`src/rtl/epsm_pkg.sv`:
```
// shared types and constants for the encoder period speed meter
package epsm_pkg;

  localparam int unsigned SpanWidth  = 16;
  localparam int unsigned LimitWidth = 7;
  localparam int unsigned NumWidth   = 24;
  localparam int unsigned ValWidth   = 24;
  localparam int unsigned TotalWidth = 16;

  localparam logic [ValWidth-1:0]   Full24        = 24'hFFFFFF;
  localparam logic [6:0]            PresetFactor  = 7'd100;
  localparam logic [ValWidth-1:0]   PeriodReset   = 24'd9999;
  localparam logic [SpanWidth-1:0]  SpanReset     = 16'd65535;
  localparam logic [LimitWidth-1:0] LimitReset    = 7'd100;
  localparam logic [NumWidth-1:0]   NumReset      = 24'd937500;
  localparam logic [TotalWidth-1:0] PulseTallyMax = 16'hFFFF;

  localparam logic [1:0] RegCounterSpan    = 2'd0;
  localparam logic [1:0] RegStaleLimit     = 2'd1;
  localparam logic [1:0] RegSpeedNumerator = 2'd2;

  typedef struct packed {
    logic [SpanWidth-1:0]  counter_span;
    logic [LimitWidth-1:0] stale_limit;
    logic [NumWidth-1:0]   speed_numerator;
  } cfg_t;

  typedef struct packed {
    logic capture;
    logic tally;
    logic product;
    logic subtract;
    logic ring;
    logic div_start;
    logic load_out;
  } cmd_t;

  typedef struct packed {
    logic pulse_event;
    logic div_busy;
  } sts_t;

endpackage

```
`src/rtl/epsm_divider.sv`:
```
// restoring bit-serial divider, one quotient bit per cycle
module epsm_divider
  import epsm_pkg::*;
#(
  parameter int unsigned W = 27
) (
  input  logic         clk_i,
  input  logic         rst_ni,
  input  logic         start_i,
  input  logic [W-1:0] dividend_i,
  input  logic [W-1:0] divisor_i,
  output logic         busy_o,
  output logic [W-1:0] quotient_o
);

  localparam int unsigned CW = $clog2(W + 1);

  logic [W-1:0]  quo_q;
  logic [W-1:0]  rem_q, rem_d;
  logic [W-1:0]  dvs_q;
  logic [CW-1:0] cnt_q;
  logic          busy_q;
  logic [W:0]    trial;
  logic          ge;

  assign trial = {rem_q, quo_q[W-1]};
  assign ge    = trial >= {1'b0, dvs_q};

  always_comb begin
    if (ge) begin
      rem_d = W'(trial - {1'b0, dvs_q});
    end else begin
      rem_d = trial[W-1:0];
    end
  end

  always_ff @(posedge clk_i or negedge rst_ni) begin
    if (!rst_ni) begin
      busy_q <= 1'b0;
      cnt_q  <= '0;
    end else if (start_i) begin
      busy_q <= 1'b1;
      cnt_q  <= CW'(W);
    end else if (busy_q) begin
      cnt_q <= cnt_q - CW'(1);
      if (cnt_q == CW'(1)) begin
        busy_q <= 1'b0;
      end
    end
  end

  always_ff @(posedge clk_i) begin
    if (start_i) begin
      quo_q <= dividend_i;
      rem_q <= '0;
      dvs_q <= divisor_i;
    end else if (busy_q) begin
      quo_q <= {quo_q[W-2:0], ge};
      rem_q <= rem_d;
    end
  end

  assign busy_o     = busy_q;
  assign quotient_o = quo_q;

endmodule

```
`src/rtl/epsm_datapath.sv`:
```
// period, overflow, ring and speed datapath
module epsm_datapath
  import epsm_pkg::*;
#(
  parameter int unsigned RING_DEPTH = 8
) (
  input  logic                  clk_i,
  input  logic                  rst_ni,
  input  cfg_t                  cfg_i,
  input  cmd_t                  cmd_i,
  output sts_t                  sts_o,
  input  logic                  action_i,
  input  logic                  overflow_flag_i,
  input  logic                  pulse_flag_i,
  input  logic [SpanWidth-1:0]  latched_count_i,
  output logic [ValWidth-1:0]   period_ticks_o,
  output logic [ValWidth-1:0]   speed_rpm_o,
  output logic [ValWidth-1:0]   average_speed_rpm_o,
  output logic                  average_invalid_o,
  output logic [TotalWidth-1:0] pulse_total_o
);

  localparam int unsigned PW = $clog2(RING_DEPTH);
  localparam int unsigned TW = ValWidth + $clog2(RING_DEPTH);

  // captured transaction
  logic                 action_q, ovf_q, pulse_q;
  logic [SpanWidth-1:0] lat_q;

  // measurement state
  logic [ValWidth-1:0]   latest_q;
  logic [LimitWidth-1:0] tally_q;
  logic [RING_DEPTH-1:0] valid_q;
  logic [PW-1:0]         pos_q;
  logic [TW-1:0]         total_q;
  logic [TotalWidth-1:0] pulse_tally_q;

  logic [ValWidth-1:0]   ring_mem [RING_DEPTH];
  logic [ValWidth-1:0]   rd_q;
  logic [ValWidth-1:0]   prod_q;
  logic [ValWidth-1:0]   period_q;
  logic [TotalWidth-1:0] total_out_q;

  logic [LimitWidth:0]   tally_inc;
  logic                  stale;
  logic [ValWidth-1:0]   preset;
  logic [ValWidth-1:0]   old_entry;
  logic [TotalWidth-1:0] pulse_sat;
  logic [PW-1:0]         pos_next;

  logic          busy_a, busy_b;
  logic [TW-1:0] quo_a, quo_b;

  assign tally_inc = ovf_q ? ({1'b0, tally_q} + (LimitWidth+1)'(1)) : {1'b0, tally_q};
  assign stale     = tally_inc > {1'b0, cfg_i.stale_limit};
  assign preset    = ValWidth'(cfg_i.counter_span) * ValWidth'(PresetFactor);
  assign old_entry = valid_q[pos_q] ? rd_q : '0;
  assign pulse_sat = (pulse_tally_q == PulseTallyMax) ? pulse_tally_q
                                                      : pulse_tally_q + TotalWidth'(1);
  assign pos_next  = (pos_q == PW'(RING_DEPTH - 1)) ? '0 : pos_q + PW'(1);

  always_ff @(posedge clk_i) begin
    if (cmd_i.capture) begin
      action_q <= action_i;
      ovf_q    <= overflow_flag_i;
      pulse_q  <= pulse_flag_i;
      lat_q    <= latched_count_i;
    end
    if (cmd_i.tally) begin
      total_out_q <= pulse_tally_q;
    end
    if (cmd_i.product) begin
      prod_q <= ValWidth'(cfg_i.counter_span)
              * ValWidth'({1'b0, tally_q} + (LimitWidth+1)'(1));
    end
    if (cmd_i.subtract) begin
      period_q <= (prod_q > ValWidth'(lat_q)) ? prod_q - ValWidth'(lat_q) : '0;
    end
    if (cmd_i.ring) begin
      ring_mem[pos_q] <= period_q;
      total_out_q     <= pulse_sat;
    end
    rd_q <= ring_mem[pos_q];
  end

  always_ff @(posedge clk_i or negedge rst_ni) begin
    if (!rst_ni) begin
      latest_q      <= PeriodReset;
      tally_q       <= '0;
      valid_q       <= '0;
      pos_q         <= '0;
      total_q       <= '0;
      pulse_tally_q <= '0;
    end else if (cmd_i.tally) begin
      if (action_q) begin
        pulse_tally_q <= '0;
      end else begin
        latest_q <= preset;
        if (stale) begin
          tally_q <= '0;
          valid_q <= '0;
          total_q <= '0;
        end else begin
          tally_q <= tally_inc[LimitWidth-1:0];
        end
      end
    end else if (cmd_i.ring) begin
      latest_q       <= period_q;
      valid_q[pos_q] <= 1'b1;
      total_q        <= total_q - TW'(old_entry) + TW'(period_q);
      pos_q          <= pos_next;
      pulse_tally_q  <= pulse_sat;
      tally_q        <= '0;
    end
  end

  epsm_divider #(
    .W(TW)
  ) u_div_speed (
    .clk_i      (clk_i),
    .rst_ni     (rst_ni),
    .start_i    (cmd_i.div_start),
    .dividend_i (TW'(cfg_i.speed_numerator)),
    .divisor_i  (TW'(latest_q)),
    .busy_o     (busy_a),
    .quotient_o (quo_a)
  );

  epsm_divider #(
    .W(TW)
  ) u_div_average (
    .clk_i      (clk_i),
    .rst_ni     (rst_ni),
    .start_i    (cmd_i.div_start),
    .dividend_i (TW'(TW'(cfg_i.speed_numerator) * TW'(RING_DEPTH))),
    .divisor_i  (total_q),
    .busy_o     (busy_b),
    .quotient_o (quo_b)
  );

  always_ff @(posedge clk_i) begin
    if (cmd_i.load_out) begin
      period_ticks_o <= latest_q;
      if ((latest_q == '0) || (quo_a > TW'(Full24))) begin
        speed_rpm_o <= Full24;
      end else begin
        speed_rpm_o <= quo_a[ValWidth-1:0];
      end
      if ((total_q == '0) || (quo_b > TW'(Full24))) begin
        average_speed_rpm_o <= Full24;
      end else begin
        average_speed_rpm_o <= quo_b[ValWidth-1:0];
      end
      average_invalid_o <= (total_q == '0);
      pulse_total_o     <= total_out_q;
    end
  end

  assign sts_o.pulse_event = !action_q && pulse_q;
  assign sts_o.div_busy    = busy_a || busy_b;

endmodule

```
`src/rtl/epsm_controller.sv`:
```
// sequencing state machine and output handshake
module epsm_controller
  import epsm_pkg::*;
(
  input  logic clk_i,
  input  logic rst_ni,
  input  logic in_valid_i,
  output logic in_stall_o,
  output logic out_valid_o,
  input  logic out_stall_i,
  input  sts_t sts_i,
  output cmd_t cmd_o
);

  typedef enum logic [6:0] {
    StIdle     = 7'b0000001,
    StTally    = 7'b0000010,
    StProduct  = 7'b0000100,
    StSubtract = 7'b0001000,
    StRing     = 7'b0010000,
    StStart    = 7'b0100000,
    StWait     = 7'b1000000
  } state_e;

  state_e state_q, state_d;
  logic   out_valid_q, out_valid_d;
  logic   out_free;

  assign out_free = !out_valid_q || !out_stall_i;

  always_comb begin
    state_d = state_q;
    cmd_o   = '0;
    unique case (state_q)
      StIdle: begin
        if (in_valid_i) begin
          cmd_o.capture = 1'b1;
          state_d       = StTally;
        end
      end
      StTally: begin
        cmd_o.tally = 1'b1;
        state_d     = sts_i.pulse_event ? StProduct : StStart;
      end
      StProduct: begin
        cmd_o.product = 1'b1;
        state_d       = StSubtract;
      end
      StSubtract: begin
        cmd_o.subtract = 1'b1;
        state_d        = StRing;
      end
      StRing: begin
        cmd_o.ring = 1'b1;
        state_d    = StStart;
      end
      StStart: begin
        cmd_o.div_start = 1'b1;
        state_d         = StWait;
      end
      StWait: begin
        if (!sts_i.div_busy && out_free) begin
          cmd_o.load_out = 1'b1;
          state_d        = StIdle;
        end
      end
      default: begin
        state_d = StIdle;
      end
    endcase
  end

  always_comb begin
    out_valid_d = out_valid_q;
    if (out_valid_q && !out_stall_i) begin
      out_valid_d = 1'b0;
    end
    if (cmd_o.load_out) begin
      out_valid_d = 1'b1;
    end
  end

  always_ff @(posedge clk_i or negedge rst_ni) begin
    if (!rst_ni) begin
      state_q     <= StIdle;
      out_valid_q <= 1'b0;
    end else begin
      state_q     <= state_d;
      out_valid_q <= out_valid_d;
    end
  end

  assign in_stall_o  = (state_q != StIdle);
  assign out_valid_o = out_valid_q;

endmodule

```
`src/rtl/encoder_period_speed_meter_unit.sv`:
```
// encoder period speed meter top level: config registers, controller and datapath
// steps: capture, tally, with a pulse also product, subtract and ring, then divider start and wait
// the result loads when both dividers finish and the output is free; W = 24 + clog2(RING_DEPTH) is the divider width
// the pace is set by the two parallel bit-serial dividers; a new transaction is taken while a result waits
// reset: asynchronous active low; config to defaults, period 9999, ring, tallies cleared
// ring entries are cleared through per-entry valid bits, so no clearing pass is needed
module encoder_period_speed_meter_unit
  import epsm_pkg::*;
#(
  parameter int unsigned RING_DEPTH = 8
) (
  input  logic                  clk_i,
  input  logic                  rst_ni,
  input  logic                  psel,
  input  logic                  penable,
  input  logic                  pwrite,
  input  logic [3:0]            paddr,
  input  logic [31:0]           pwdata,
  output logic [31:0]           prdata,
  output logic                  pready,
  input  logic                  in_valid_i,
  output logic                  in_stall_o,
  input  logic                  action_i,
  input  logic                  overflow_flag_i,
  input  logic                  pulse_flag_i,
  input  logic [SpanWidth-1:0]  latched_count_i,
  output logic                  out_valid_o,
  input  logic                  out_stall_i,
  output logic [ValWidth-1:0]   period_ticks_o,
  output logic [ValWidth-1:0]   speed_rpm_o,
  output logic [ValWidth-1:0]   average_speed_rpm_o,
  output logic                  average_invalid_o,
  output logic [TotalWidth-1:0] pulse_total_o
);

  cfg_t       cfg_q;
  cmd_t       cmd;
  sts_t       sts;
  logic [1:0] reg_index;
  logic       cfg_write;

  assign pready    = 1'b1;
  assign reg_index = paddr[3:2];
  assign cfg_write = psel && penable && pwrite;

  always_ff @(posedge clk_i or negedge rst_ni) begin
    if (!rst_ni) begin
      cfg_q.counter_span    <= SpanReset;
      cfg_q.stale_limit     <= LimitReset;
      cfg_q.speed_numerator <= NumReset;
    end else if (cfg_write) begin
      unique case (reg_index)
        RegCounterSpan:    cfg_q.counter_span    <= pwdata[SpanWidth-1:0];
        RegStaleLimit:     cfg_q.stale_limit     <= pwdata[LimitWidth-1:0];
        RegSpeedNumerator: cfg_q.speed_numerator <= pwdata[NumWidth-1:0];
        default: begin
        end
      endcase
    end
  end

  always_comb begin
    unique case (reg_index)
      RegCounterSpan:    prdata = 32'(cfg_q.counter_span);
      RegStaleLimit:     prdata = 32'(cfg_q.stale_limit);
      RegSpeedNumerator: prdata = 32'(cfg_q.speed_numerator);
      default:           prdata = '0;
    endcase
  end

  epsm_controller u_controller (
    .clk_i       (clk_i),
    .rst_ni      (rst_ni),
    .in_valid_i  (in_valid_i),
    .in_stall_o  (in_stall_o),
    .out_valid_o (out_valid_o),
    .out_stall_i (out_stall_i),
    .sts_i       (sts),
    .cmd_o       (cmd)
  );

  epsm_datapath #(
    .RING_DEPTH(RING_DEPTH)
  ) u_datapath (
    .clk_i               (clk_i),
    .rst_ni              (rst_ni),
    .cfg_i               (cfg_q),
    .cmd_i               (cmd),
    .sts_o               (sts),
    .action_i            (action_i),
    .overflow_flag_i     (overflow_flag_i),
    .pulse_flag_i        (pulse_flag_i),
    .latched_count_i     (latched_count_i),
    .period_ticks_o      (period_ticks_o),
    .speed_rpm_o         (speed_rpm_o),
    .average_speed_rpm_o (average_speed_rpm_o),
    .average_invalid_o   (average_invalid_o),
    .pulse_total_o       (pulse_total_o)
  );

`ifndef SYNTHESIS
  assert property (@(posedge clk_i) disable iff (!rst_ni)
    $onehot0({cmd.capture, cmd.tally, cmd.product, cmd.subtract, cmd.ring,
              cmd.div_start, cmd.load_out}))
    else $error("more than one datapath command at once");

  assert property (@(posedge clk_i) disable iff (!rst_ni)
    cmd.load_out |-> !sts.div_busy)
    else $error("result loaded while a division runs");

  assert property (@(posedge clk_i) disable iff (!rst_ni)
    cmd.capture |=> in_stall_o)
    else $error("input not stalled after a transaction was taken");

  assert property (@(posedge clk_i) disable iff (!rst_ni)
    cmd.load_out |=> out_valid_o)
    else $error("loaded result not presented");

  assert property (@(posedge clk_i) disable iff (!rst_ni)
    cmd.div_start |=> sts.div_busy)
    else $error("divider did not start");
`endif

endmodule

```
`config.mk`:
```
export PLATFORM = sky130hd
export DESIGN_NAME = encoder_period_speed_meter_unit
export DESIGN_NICKNAME = d
export VERILOG_FILES = /design/src/rtl/epsm_pkg.sv /design/src/rtl/epsm_divider.sv /design/src/rtl/epsm_datapath.sv /design/src/rtl/epsm_controller.sv /design/src/rtl/encoder_period_speed_meter_unit.sv
export SDC_FILE = /design/constraint.sdc
export NUM_CORES = 1
export LEC_CHECK = 0
export ABC_AREA = 1
export BUFFER_PORTS_ARGS = -buffer_cell sky130_fd_sc_hd__buf_2
export CORE_UTILIZATION = 60
export CTS_BUF_LIST = sky130_fd_sc_hd__clkbuf_16
export DETAILED_ROUTE_END_ITERATION = 8
export PLACE_DENSITY = 0.87
export REMOVE_ABC_BUFFERS = 1
export SYNTH_ARGS = -nofsm -noshare
export SYNTH_HDL_FRONTEND = slang
export SYNTH_SLANG_ARGS = --single-unit
export TNS_END_PERCENT = 10
```
`constraint.sdc`:
```
create_clock -name clk_i -period 11.6 [get_ports clk_i]
set_clock_uncertainty 0.15 [all_clocks]
set_input_delay 1.16 -clock clk_i [delete_from_list [all_inputs] [get_ports clk_i]]
set_output_delay 1.16 -clock clk_i [all_outputs]
set_load 0.01 [all_outputs]
```
**After elaboration in Yosys (flattened, before gate mapping)**

Memories as Yosys holds them, arrays and structs flattened. A register that Yosys moved wholly into a read port is not among the register bits.
Cells that the tools add are included.

- Memories kept: 1
- Bits in writable memories: 192
- Register bits after elaboration: 483
- Bits of input ports: 62
- Logic and storage cells: 169
- Output and inout bits: 124

- $lt $le $gt $ge: 8
- Muxes and demuxes: 62
- Multipliers: 2
- Reduce and logical (&&, ||, !) cells: 29
- $add $sub $neg: 11
- Bitwise logic cells: 2
- Equal/unequal tests: 19

Memories:

| name | depth | width | rd ports | clocked after Yosys merged registers in | write ports | RTL line | text |
|---|---|---|---|---|---|---|---|
| u_datapath.ring_mem | 8 | 24 | 1 | 1 | 1 | epsm_datapath.sv:38 | `logic [ValWidth-1:0] ring_mem [RING_DEPTH];` |

Operators by type and width:

| operator | count |
|---|---|
| 27-bit two-way mux | 8 |
| 24-bit two-way mux | 6 |
| 16-bit two-way mux | 6 |
| 24-bit case mux with 3 select lines | 1 |
| 27-bit by 24-bit greater-than comparator with 1-bit output (second input constant) | 2 |
| 27-bit by 24-bit subtractor with 27-bit output | 2 |
| 7-bit case mux with 7 select lines | 1 |
| 7-bit two-way mux | 6 |
| 8-bit two-way mux | 5 |
| 28-bit by 24-bit greater-or-equal comparator with 1-bit output | 1 |
| 28-bit by 27-bit greater-or-equal comparator with 1-bit output | 1 |
| 27-bit by 24-bit adder with 27-bit output | 1 |
| 27-bit logical NOT | 1 |
| 27-bit subtractor | 1 |
| 24-bit by 16-bit greater-than comparator with 1-bit output | 1 |
| 24-bit logical NOT | 1 |
| 16-bit by 24-bit multiplier with 24-bit output | 1 |
| 24-bit by 16-bit subtractor with 24-bit output | 1 |
| 16-bit by 5-bit multiplier with 21-bit output (second input constant) | 1 |
| 1-bit two-way mux | 21 |
| 5-bit two-way mux | 4 |
| 16-bit by 1-bit adder with 16-bit output (second input constant) | 1 |
| 7-bit by 1-bit adder with 8-bit output (second input constant) | 2 |
| 16-bit equality test (second input constant) | 1 |
| 32 further kinds | 57 |

**Logic depth before layout (Yosys ltp)**

Gate-level depths: netlist of the first run.

- Depth in word-level cells: 7
- Depth in mapped cells: 27
- Depth with buffers taken out: 27

**Modules after synthesis**

From an unflattened synthesis of the first run, not the netlist that was laid out.

- Cells, all modules: 5,051
- Area total of the unflattened synthesis: 42,758.5 um2

Modules (own cells, without submodules):

| module | seq. area each (um2) | area each (um2) | instances | cells an instance |
|---|---|---|---|---|
| epsm_datapath | 13,548.0 | 28,130.7 | 1 | 3,041 |
| epsm_divider | 2,312.2 | 5,909.4 | 2 | 822 |
| encoder_period_speed_meter_unit | 1,212.4 | 2,307.2 | 1 | 296 |
| epsm_controller | 201.4 | 501.7 | 1 | 70 |

**Least setup slack after synthesis of the first run**

Ideal clock, no wire load.

- Path kind: input to register
- From: input out_stall_i
- To: register u_datapath.average_invalid_o, enable pin
- Library setup time: 538 ps
- Data arrival time: 5,048 ps
- Required time: 10,912 ps
- Buffers on the path: 0
- Cell stages on the path: 3
- Slack: 5,865 ps
- Path through: nand2_1 -> nand3_1 -> nor2_1

RTL lines:

| element | RTL line | text |
|---|---|---|
| start, declared | encoder_period_speed_meter_unit.sv:28 | `input logic out_stall_i,` |
| end signal, assigned | epsm_datapath.sv:154 | `average_invalid_o <= (total_q == '0);` |
| end, declared | epsm_datapath.sv:19 | `output logic average_invalid_o,` |

**Worst setup path after layout of the first run**

- From: register u_datapath.tally_q[0]
- To: register u_datapath.prod_q[19], data pin

- Word-level cells in the longest chain between the ends: 2

Ends and longest elaborated chain:

| element | RTL line | text |
|---|---|---|
| start, declared | epsm_datapath.sv:32 | `logic [LimitWidth-1:0] tally_q;` |
| start signal, assigned | epsm_datapath.sv:104 | `tally_q <= tally_inc[LimitWidth-1:0];` |
| 7-bit by 1-bit adder with 8-bit output | epsm_datapath.sv:74 | `* ValWidth'({1'b0, tally_q} + (LimitWidth+1)'(1));` |
| 16-bit by 24-bit multiplier with 24-bit output | epsm_datapath.sv:74 |  |
| end signal, assigned | epsm_datapath.sv:73 | `prod_q <= ValWidth'(cfg_i.counter_span)` |
| end, declared | epsm_datapath.sv:40 | `logic [ValWidth-1:0] prod_q;` |

No other way between the ends.
A chain may end at the register's enable or synchronous reset.

==> summary.log, run 1 <==
qor: critical_path.setup.worst_path.end_class register
qor: detailed_routing.number_of_search_and_repair_iterations_in_the_first_detailed_routing_pass 7
qor: power.switching_power 3.71 mW
qor: detailed_routing.drtIter0Drc 3105
qor: floorplanning.core-area 65700 µm²
qor: logic_synthesis.synth_enable_flop_cells 463
qor: critical_path.rr_worst_depth 24
qor: critical_path.path_cells inv_2 -> nor3_4 -> nand2_1 -> o21ai_0 -> nand2_1 -> inv_1 -> nand2_1 -> fa_1 -> fa_1 -> inv_1 -> fa_1 -> inv_1 -> fa_1 -> inv_1 -> ha_1 -> nand2_1 -> inv_1 -> nand3_1 -> nor3_1 -> a21oi_1 -> o21bai_1 -> nand2_1 -> nand3_1 -> nand2_1
qor: power.power.density 215 nW/µm²
qor: grt.number_of_global_route_vias_before_repair 31247
qor: cells_and_area.layout.filler_cells 4877
qor: critical_path.worst-path-buf-inv 6
qor: critical_path.slowest_stage sky130_fd_sc_hd__dfrtp_1
qor: logic_synthesis.synthesis.instances 4433
qor: logic_synthesis.synth_xor_xnor_area_share 0.0163
qor: sta.setup_viol 0
qor: placement.globalplace.congestion 0.965
qor: logic_synthesis.asyncSetResetFlopFracSynth 0.217
qor: worst_hold_path.holdCritPathClass register to register
qor: clocking.cts-hold-fix-buffers 0
qor: logic_synthesis.synth_adder_area_share 0.126
qor: logic_synthesis.synth.area.top_cells sky130_fd_sc_hd__edfxtp_1 35%, sky130_fd_sc_hd__nand2_1 9.4%, sky130_fd_sc_hd__inv_1 7.5%
qor: logic_synthesis.netlist_area 39800 µm²
qor: placement.pre_cts_slack 5460 ps
qor: worst_hold_path.min_delay_path_depth 0
qor: critical_path.worst_setup_path_start_kind register
qor: detailed_routing.wire_per_inst 19.1 µm
qor: sta.finalHoldViolations 0
qor: grt.gr-usage-all-layers 0.315
qor: clocking.clk_latency 630 ps
qor: logic_synthesis.main_combinational_cell_family_by_area_after_synthesis simple AND/OR/NAND/NOR gates
qor: cells_and_area.layout.cells.most_common_list 994 x sky130_fd_sc_hd__nand2_1, 814 x sky130_fd_sc_hd__inv_1, 463 x sky130_fd_sc_hd__edfxtp_1
qor: grt.maximum_number_of_pins_on_one_net_before_global_route_repair 84
qor: clocking.cts_num_sinks 699
qor: clocking.tritoncts done
qor: logic_synthesis.ys.flop_type sky130_fd_sc_hd__edfxtp_1
qor: critical_path.worstPathArrival 6500 ps
qor: sta.timing.final.max_slew_violations 0
qor: placement.hpwl 74600 µm
qor: logic_synthesis.synth.area.mux_share 0
qor: grt.grt_first_pass_wirelength 165000 µm
qor: worst_hold_path.holdCritStartpoint u_datapath.total_out_q[7]
qor: logic_synthesis.synth_top_area_cell sky130_fd_sc_hd__edfxtp_1
qor: placement.postPlaceCellArea 41500 µm²
qor: power.leakage 20.4 nW
qor: cells_and_area.areaGrowthSynthToFinish 10.5%
qor: cells_and_area.layout.cells.most_common sky130_fd_sc_hd__nand2_1
qor: logic_synthesis.post-synth-top-area-fraction 0.349
qor: logic_synthesis.postSynthRegisterBits 699
qor: sta.max_clock_freq 0.159 GHz
qor: detailed_routing.dr_total_vias 31814
qor: logic_synthesis.synth-simple-area-share 0.184
qor: clocking.cts_post_setup_buffers_inserted 0
qor: sta.worst_slew_pin_slew 1370 ps
qor: logic_synthesis.synth_compound_gate_area_share 0.0938
qor: cells_and_area.nets 4983
qor: cells_and_area.finalNonFillerCells 5521
qor: logic_synthesis.postSynthAreaPerCell 8.98 µm²
qor: logic_synthesis.yosys_warnings 0
qor: floorplanning.fp.dieW 260 µm
qor: critical_path.critPathKind register to register
qor: cells_and_area.final_layout_size_suffix_gt1_frac 0.0937
qor: cells_and_area.final_cell_area 44000 µm²
qor: detailed_routing.post-route-drc-count 0
qor: placement.numPlacedInstances 5381
qor: power.power_frac_comb 0.382
qor: sta.max_slew_margin 0.0851
qor: job.max-cap-violations 0
qor: floorplanning.initial_utilization 0.606
qor: critical_path.worst_r2r_endpoint u_datapath.prod_q[19]
qor: power.post-layout-total-power 9.46 mW
qor: cells_and_area.seq_area 19400 µm²
qor: critical_path.setup.reg_to_reg.worst_slack 5300 ps
qor: status.outcome complete, no violations
qor: detailed_routing.routed_wirelength 106000 µm
qor: sta.fin_crit 6300 ps
qor: critical_path.max_stage_delay_on_crit_path 620 ps
qor: clocking.ctsRootBufferMaster sky130_fd_sc_hd__clkbuf_16
qor: clocking.tritoncts.num_buffers 73
qor: clocking.path_clk_slew 60 ps
qor: worst_hold_path.timing.hold.worst_endpoint u_datapath.pulse_total_o[7]
qor: power.netSwitchingFraction 0.392
qor: sta.rsz0062_at_grt false
qor: critical_path.path_delay_family adder cells
qor: sta.worst_slack 5300 ps
qor: power.p_int 5.75 mW
qor: power.ir_worst_vdd 0.139 mV
qor: critical_path.r2r-start u_datapath.tally_q[0]
qor: grt.overflow 0
qor: sta.final.setup.tns 0 ps
qor: clocking.cts_resized 0
qor: clocking.clock_path_buffers 3
qor: floorplanning.top_level_ports 186
qor: floorplanning.die_h 260 µm
qor: power.power.share.sequential 0.363
qor: critical_path.worst_path_most_repeated_cell sky130_fd_sc_hd__nand2_1
qor: critical_path.critical_path_required 11810 ps
qor: floorplanning.fp.dieArea 67400 µm²
qor: placement.buffer_ports.inserted 166
qor: floorplanning.fp-row-count 94
qor: detailed_routing.postRouteAntennaNets 0
qor: logic_synthesis.synth.distinct_cells 57
qor: critical_path.cp_max_fo 15
qor: logic_synthesis.synth-seq-area-share 0.488
qor: power.clock_power_share 0.255
qor: grt.grt_antenna_before_repair 4
qor: sta.final.period_utilization 0.543
qor: detailed_routing.vias_per_cell 5.76
qor: clocking.clock_tree.htree_level_count 3
qor: cells_and_area.multi_input_comb_area 16900 µm²
-- per-layer routing --
layer | track usage | wire [µm]
met5 | 0 | 23
met4 | 0.157 | 5100
met3 | 0.0511 | 9050
met2 | 0.522 | 51000
met1 | 0.402 | 40400
-- sequential cells by signal (all words and copies together) (netlist names), 27 cells and up --
name                                 count
cfg_q                                   47
u_datapath.ring_mem                    192
u_datapath.total_q                      27
u_datapath.u_div_average.dvs_q          27
u_datapath.u_div_average.quotient_o     27
u_datapath.u_div_average.rem_q          27
u_datapath.u_div_speed.quotient_o       27
u_datapath.u_div_speed.rem_q            27
-- logic make-up (layout without fill, tap and decap cells) --
group / after synthesis / count (layout)
other: 2 / 13
adders and majority gates: 329 / 329
and+or+nand+nor: 1749 / 1749
buffers and inverters: 935 / 1148
AOI/OAI and AO/OA: 645 / 645
DFF: 699 / 699
xor gates and xnor gates: 74 / 74
-- layout make-up --
class                   instances  share of cell area
flip-flops and latches        699               0.442
multi-input cells            2806               0.383
inverters                     819              0.0699
clock buffers                  76              0.0432
well taps                     864              0.0246
repair buffers                193              0.0236
clock inverters                60              0.0133
diodes                          4            0.000227
-- Yosys cell counts, types with 4 or more instances --
| cell type | instances |
|---|---|
| sky130_fd_sc_hd__nor4_1 | 21 |
| sky130_fd_sc_hd__edfxtp_1 | 463 |
| sky130_fd_sc_hd__dfstp_2 | 38 |
| sky130_fd_sc_hd__nor2_2 | 5 |
| sky130_fd_sc_hd__nand2_2 | 8 |
| sky130_fd_sc_hd__nor2_1 | 369 |
| sky130_fd_sc_hd__inv_2 | 12 |
| sky130_fd_sc_hd__buf_2 | 20 |
| sky130_fd_sc_hd__o21ai_0 | 247 |
| sky130_fd_sc_hd__clkbuf_1 | 70 |
| sky130_fd_sc_hd__xnor2_1 | 33 |
| sky130_fd_sc_hd__nand4_1 | 65 |
| sky130_fd_sc_hd__a22oi_1 | 35 |
| sky130_fd_sc_hd__a21oi_1 | 195 |
| sky130_fd_sc_hd__o22ai_1 | 40 |
| sky130_fd_sc_hd__a21o_1 | 12 |
| sky130_fd_sc_hd__nand3_1 | 180 |
| sky130_fd_sc_hd__o21ai_1 | 11 |
| sky130_fd_sc_hd__buf_4 | 15 |
| sky130_fd_sc_hd__o21bai_1 | 15 |
| sky130_fd_sc_hd__xor2_1 | 41 |
| sky130_fd_sc_hd__or2_2 | 36 |
| sky130_fd_sc_hd__buf_6 | 5 |
| sky130_fd_sc_hd__dfxtp_1 | 84 |
| sky130_fd_sc_hd__and2_1 | 5 |
| sky130_fd_sc_hd__clkinv_1 | 13 |
| sky130_fd_sc_hd__inv_1 | 794 |
| sky130_fd_sc_hd__nand2_1 | 995 |
| sky130_fd_sc_hd__fa_1 | 122 |
| sky130_fd_sc_hd__o211ai_1 | 17 |
| sky130_fd_sc_hd__buf_1 | 6 |
| sky130_fd_sc_hd__a221oi_1 | 19 |
| sky130_fd_sc_hd__nor3_1 | 34 |
| sky130_fd_sc_hd__nand3b_1 | 15 |
| sky130_fd_sc_hd__a22o_1 | 25 |
| sky130_fd_sc_hd__dfrtp_1 | 114 |
| sky130_fd_sc_hd__ha_1 | 207 |
| sky130_fd_sc_hd__o221ai_1 | 7 |
| sky130_fd_sc_hd__nand4_2 | 4 |
| sky130_fd_sc_hd__o21ai_2 | 6 |
-- stage by stage --
step / hold slack, ps / utilization
after CTS: 268 / 0.669
after global routing: 270 / 0.669
after global placement: 253 / 0.631
after floorplan: 250 / -
final: 267 / 0.669
after detailed placement: 255 / 0.631
-- how the worst max path moves through the flow --
stage	from	to	slack (ps)	depth (start not counted)
floorplan	out_stall_i	u_datapath.average_invalid_o	5850	3
global placement	u_datapath.tally_q[0]	u_datapath.prod_q[19]	5570	24
detailed placement	u_datapath.tally_q[0]	u_datapath.prod_q[19]	5460	24
global route	u_datapath.tally_q[0]	u_datapath.prod_q[19]	5020	24
CTS	u_datapath.tally_q[0]	u_datapath.prod_q[19]	5430	24
finish	u_datapath.tally_q[0]	u_datapath.prod_q[19]	5300	24
-- worst reg2reg max path: stages, from the launching register on --
cell and delay (ps):
sky130_fd_sc_hd__dfrtp_1 620, sky130_fd_sc_hd__inv_2 230, sky130_fd_sc_hd__nor3_4 270, sky130_fd_sc_hd__nand2_1 90, sky130_fd_sc_hd__o21ai_0 150, sky130_fd_sc_hd__nand2_1 440
sky130_fd_sc_hd__inv_1 260, sky130_fd_sc_hd__nand2_1 90, sky130_fd_sc_hd__fa_1 480, sky130_fd_sc_hd__fa_1 550, sky130_fd_sc_hd__inv_1 60, sky130_fd_sc_hd__fa_1 530
sky130_fd_sc_hd__inv_1 70, sky130_fd_sc_hd__fa_1 540, sky130_fd_sc_hd__inv_1 40, sky130_fd_sc_hd__ha_1 340, sky130_fd_sc_hd__nand2_1 120, sky130_fd_sc_hd__inv_1 90
sky130_fd_sc_hd__nand3_1 80, sky130_fd_sc_hd__nor3_1 220, sky130_fd_sc_hd__a21oi_1 150, sky130_fd_sc_hd__o21bai_1 220, sky130_fd_sc_hd__nand2_1 100, sky130_fd_sc_hd__nand3_1 80
sky130_fd_sc_hd__nand2_1 60
-- power by group through the flow --
stage	Sequential [mW]	Combinational, mW	Clock (mW)
3_3_place_gp	3.44	3.41	0
5_1_grt	3.46	4.07	2.53
6_report	3.43	3.62	2.41
4_1_cts	3.42	3.56	2.43
3_5_place_dp	3.46	3.51	0
2_1_floorplan	3.35	2.57	0
(Power assumes the default switching activity.)
==> inputs of run 2 (changes only) <==
CORE_UTILIZATION = 57   (was 60)
clock period = 5.46 ns   (was 11.6 ns; I/O delays follow)
==> summary.log, run 2 (synthesized netlist as in run 1, its figures left out) <==
qor: floorplanning.core-area 68800 µm²
qor: sta.max_clock_freq 0.186 GHz
qor: clocking.tritoncts.num_buffers 73
qor: worst_hold_path.holdCritPathClass input port to register
qor: sta.finalHoldViolations 0
qor: detailed_routing.drtIter0Drc 3451
qor: critical_path.setup.reg_to_reg.worst_slack 100 ps
qor: cells_and_area.areaGrowthSynthToFinish 12.8%
qor: clocking.clock_path_buffers 3
qor: detailed_routing.post-route-drc-count 0
qor: critical_path.worst_setup_path_start_kind register
qor: sta.max_slew_margin 0.131
qor: sta.timing.final.max_slew_violations 0
qor: detailed_routing.dr_total_vias 32074
qor: clocking.clk_latency 640 ps
qor: grt.number_of_global_route_vias_before_repair 31291
qor: detailed_routing.vias_per_cell 5.66
qor: critical_path.setup.worst_path.end_class register
qor: critical_path.critPathKind register to register
qor: critical_path.crit_start u_datapath.tally_q[0]
qor: cells_and_area.layout.cells.most_common sky130_fd_sc_hd__nand2_1
qor: cells_and_area.regMostFlops u_datapath.ring_mem
qor: worst_hold_path.min_delay_path_depth 3
qor: floorplanning.top_level_ports 186
qor: clocking.tritoncts done
qor: power.power.density 449 nW/µm²
qor: critical_path.rr_worst_depth 20
qor: grt.grt_first_pass_wirelength 168000 µm
qor: cells_and_area.largest_register_ffs 192
qor: critical_path.worstPathArrival 5590 ps
qor: placement.pre_cts_slack -62.3 ps
qor: placement.buffer_ports.inserted 166
qor: floorplanning.fp.dieArea 70900 µm²
qor: critical_path.r2r-start u_datapath.tally_q[0]
qor: sta.worst_slew_pin_slew 1300 ps
qor: placement.hpwl 76100 µm
qor: detailed_routing.postRouteAntennaNets 0
qor: floorplanning.die_h 266 µm
qor: sta.final.period_utilization 0.982
qor: power.ir_worst_vdd 0.312 mV
qor: sta.fin_crit 5360 ps
qor: placement.globalplace.congestion 0.955
qor: cells_and_area.nets 5065
qor: grt.overflow 0
qor: cells_and_area.final_core_utilization 0.653
qor: cells_and_area.top_regs u_datapath.ring_mem (192), cfg_q (47)
qor: clocking.path_clk_slew 60 ps
qor: critical_path.critical_path_required 5690 ps
qor: clocking.cts_num_sinks 699
qor: critical_path.crit_end u_datapath.prod_q[21]
qor: placement.numPlacedInstances 5489
qor: critical_path.worst_r2r_endpoint u_datapath.prod_q[21]
qor: grt.maximum_number_of_pins_on_one_net_before_global_route_repair 75
qor: worst_hold_path.holdCritStartpoint pwdata[15]
qor: clocking.ctsRootBufferMaster sky130_fd_sc_hd__clkbuf_16
qor: grt.grt_antenna_before_repair 5
qor: detailed_routing.routed_wirelength 108000 µm
qor: status.outcome complete, no violations
qor: clocking.clock_tree.htree_level_count 3
qor: detailed_routing.wire_per_inst 19.0 µm
qor: sta.setup_viol 0
qor: floorplanning.initial_utilization 0.579
qor: sta.rsz0062_at_grt true
qor: sta.worst_slack 98.0 ps
qor: grt.gr-usage-all-layers 0.305
qor: power.leakage 20.7 nW
qor: floorplanning.fp.dieW 266 µm
qor: cells_and_area.final_layout_size_suffix_gt1_frac 0.112
qor: floorplanning.fp-row-count 96
qor: detailed_routing.number_of_search_and_repair_iterations_in_the_first_detailed_routing_pass 6
qor: cells_and_area.finalNonFillerCells 5669
qor: cells_and_area.layout.cells.most_common_list 985 x sky130_fd_sc_hd__nand2_1, 809 x sky130_fd_sc_hd__inv_1, 463 x sky130_fd_sc_hd__edfxtp_1
qor: critical_path.cp_max_fo 8
qor: job.max-cap-violations 0
[run 2: metrics by stage]
stage	power (mW)	TNS (ps)	area, µm²	hold slack [ps]
6_report	20.2	0	44900	16.0
5_1_grt	21.4	-489	44900	25.8
4_1_cts	20.0	-26.2	44600	1.82
3_5_place_dp	14.9	-117	41900	256
3_3_place_gp	14.7	0	41900	251
2_1_floorplan	12.6	-5750	39300	100
[run 2: worst max-delay path, stage by stage (launching register included)]
cell	delay, ps
sky130_fd_sc_hd__dfrtp_1	400
sky130_fd_sc_hd__buf_4	140
sky130_fd_sc_hd__inv_2	40
sky130_fd_sc_hd__nor3_4	220
sky130_fd_sc_hd__nand4_4	140
sky130_fd_sc_hd__nor2_4	190
sky130_fd_sc_hd__inv_2	100
sky130_fd_sc_hd__buf_4	180
sky130_fd_sc_hd__nor2_2	120
sky130_fd_sc_hd__fa_1	440
sky130_fd_sc_hd__fa_1	530
sky130_fd_sc_hd__fa_1	540
sky130_fd_sc_hd__inv_1	50
sky130_fd_sc_hd__fa_1	530
sky130_fd_sc_hd__inv_1	60
sky130_fd_sc_hd__ha_1	360
sky130_fd_sc_hd__a21oi_1	220
sky130_fd_sc_hd__o21ai_0	160
sky130_fd_sc_hd__a211oi_1	240
sky130_fd_sc_hd__nand3_1	120
sky130_fd_sc_hd__xor2_1	160
[run 2: final cells by class]
cell class | count | area (µm²)
Antenna cell | 3 | 7.51
Clock inverter | 60 | 510
Clock buffer | 76 | 1900
Sequential cell | 699 | 19400
Timing Repair Buffer | 275 | 1750
Multi-Input combinational cell | 2806 | 17100
Tap cell | 931 | 1160
Fill cell | 5242 | 23900
Inverter | 819 | 3080
[run 2: where the power goes]
group	switching [mW]	internal [mW]	total (mW)
Sequential	0.581	6.66	7.24
Combinational	5.29	2.62	7.91
Clock	2.15	2.88	5.03
[run 2: metal layers]
layer,routed length (µm),vias up,share of wire,GRT usage
met3,10000,360,0.093,0.0548
met1,41200,15072,0.38,0.386
met4,5620,4,0.052,0.153
met5,32,-,0.00030,0
met2,51000,1691,0.47,0.503
li1,-,14947,-,-
[run 2: worst min-delay path by stage]
stage	to	slack, ps
after floorplan	cfg_q[0]	100
after global placement	u_datapath.pulse_total_o[1]	250
after detailed placement	u_datapath.pulse_total_o[0]	260
after CTS	cfg_q[37]	2
after global routing	cfg_q[45]	30
final	cfg_q[46]	20
[run 2: what timing repair did]
action,CTS,global route
gates cloned,0,0
pin swaps,0,17
hold endpoints to repair,90,0
setup buffers,0,10
endpoints found under the setup margin,3,14
hold buffers,31,0
gates resized for setup,2,55
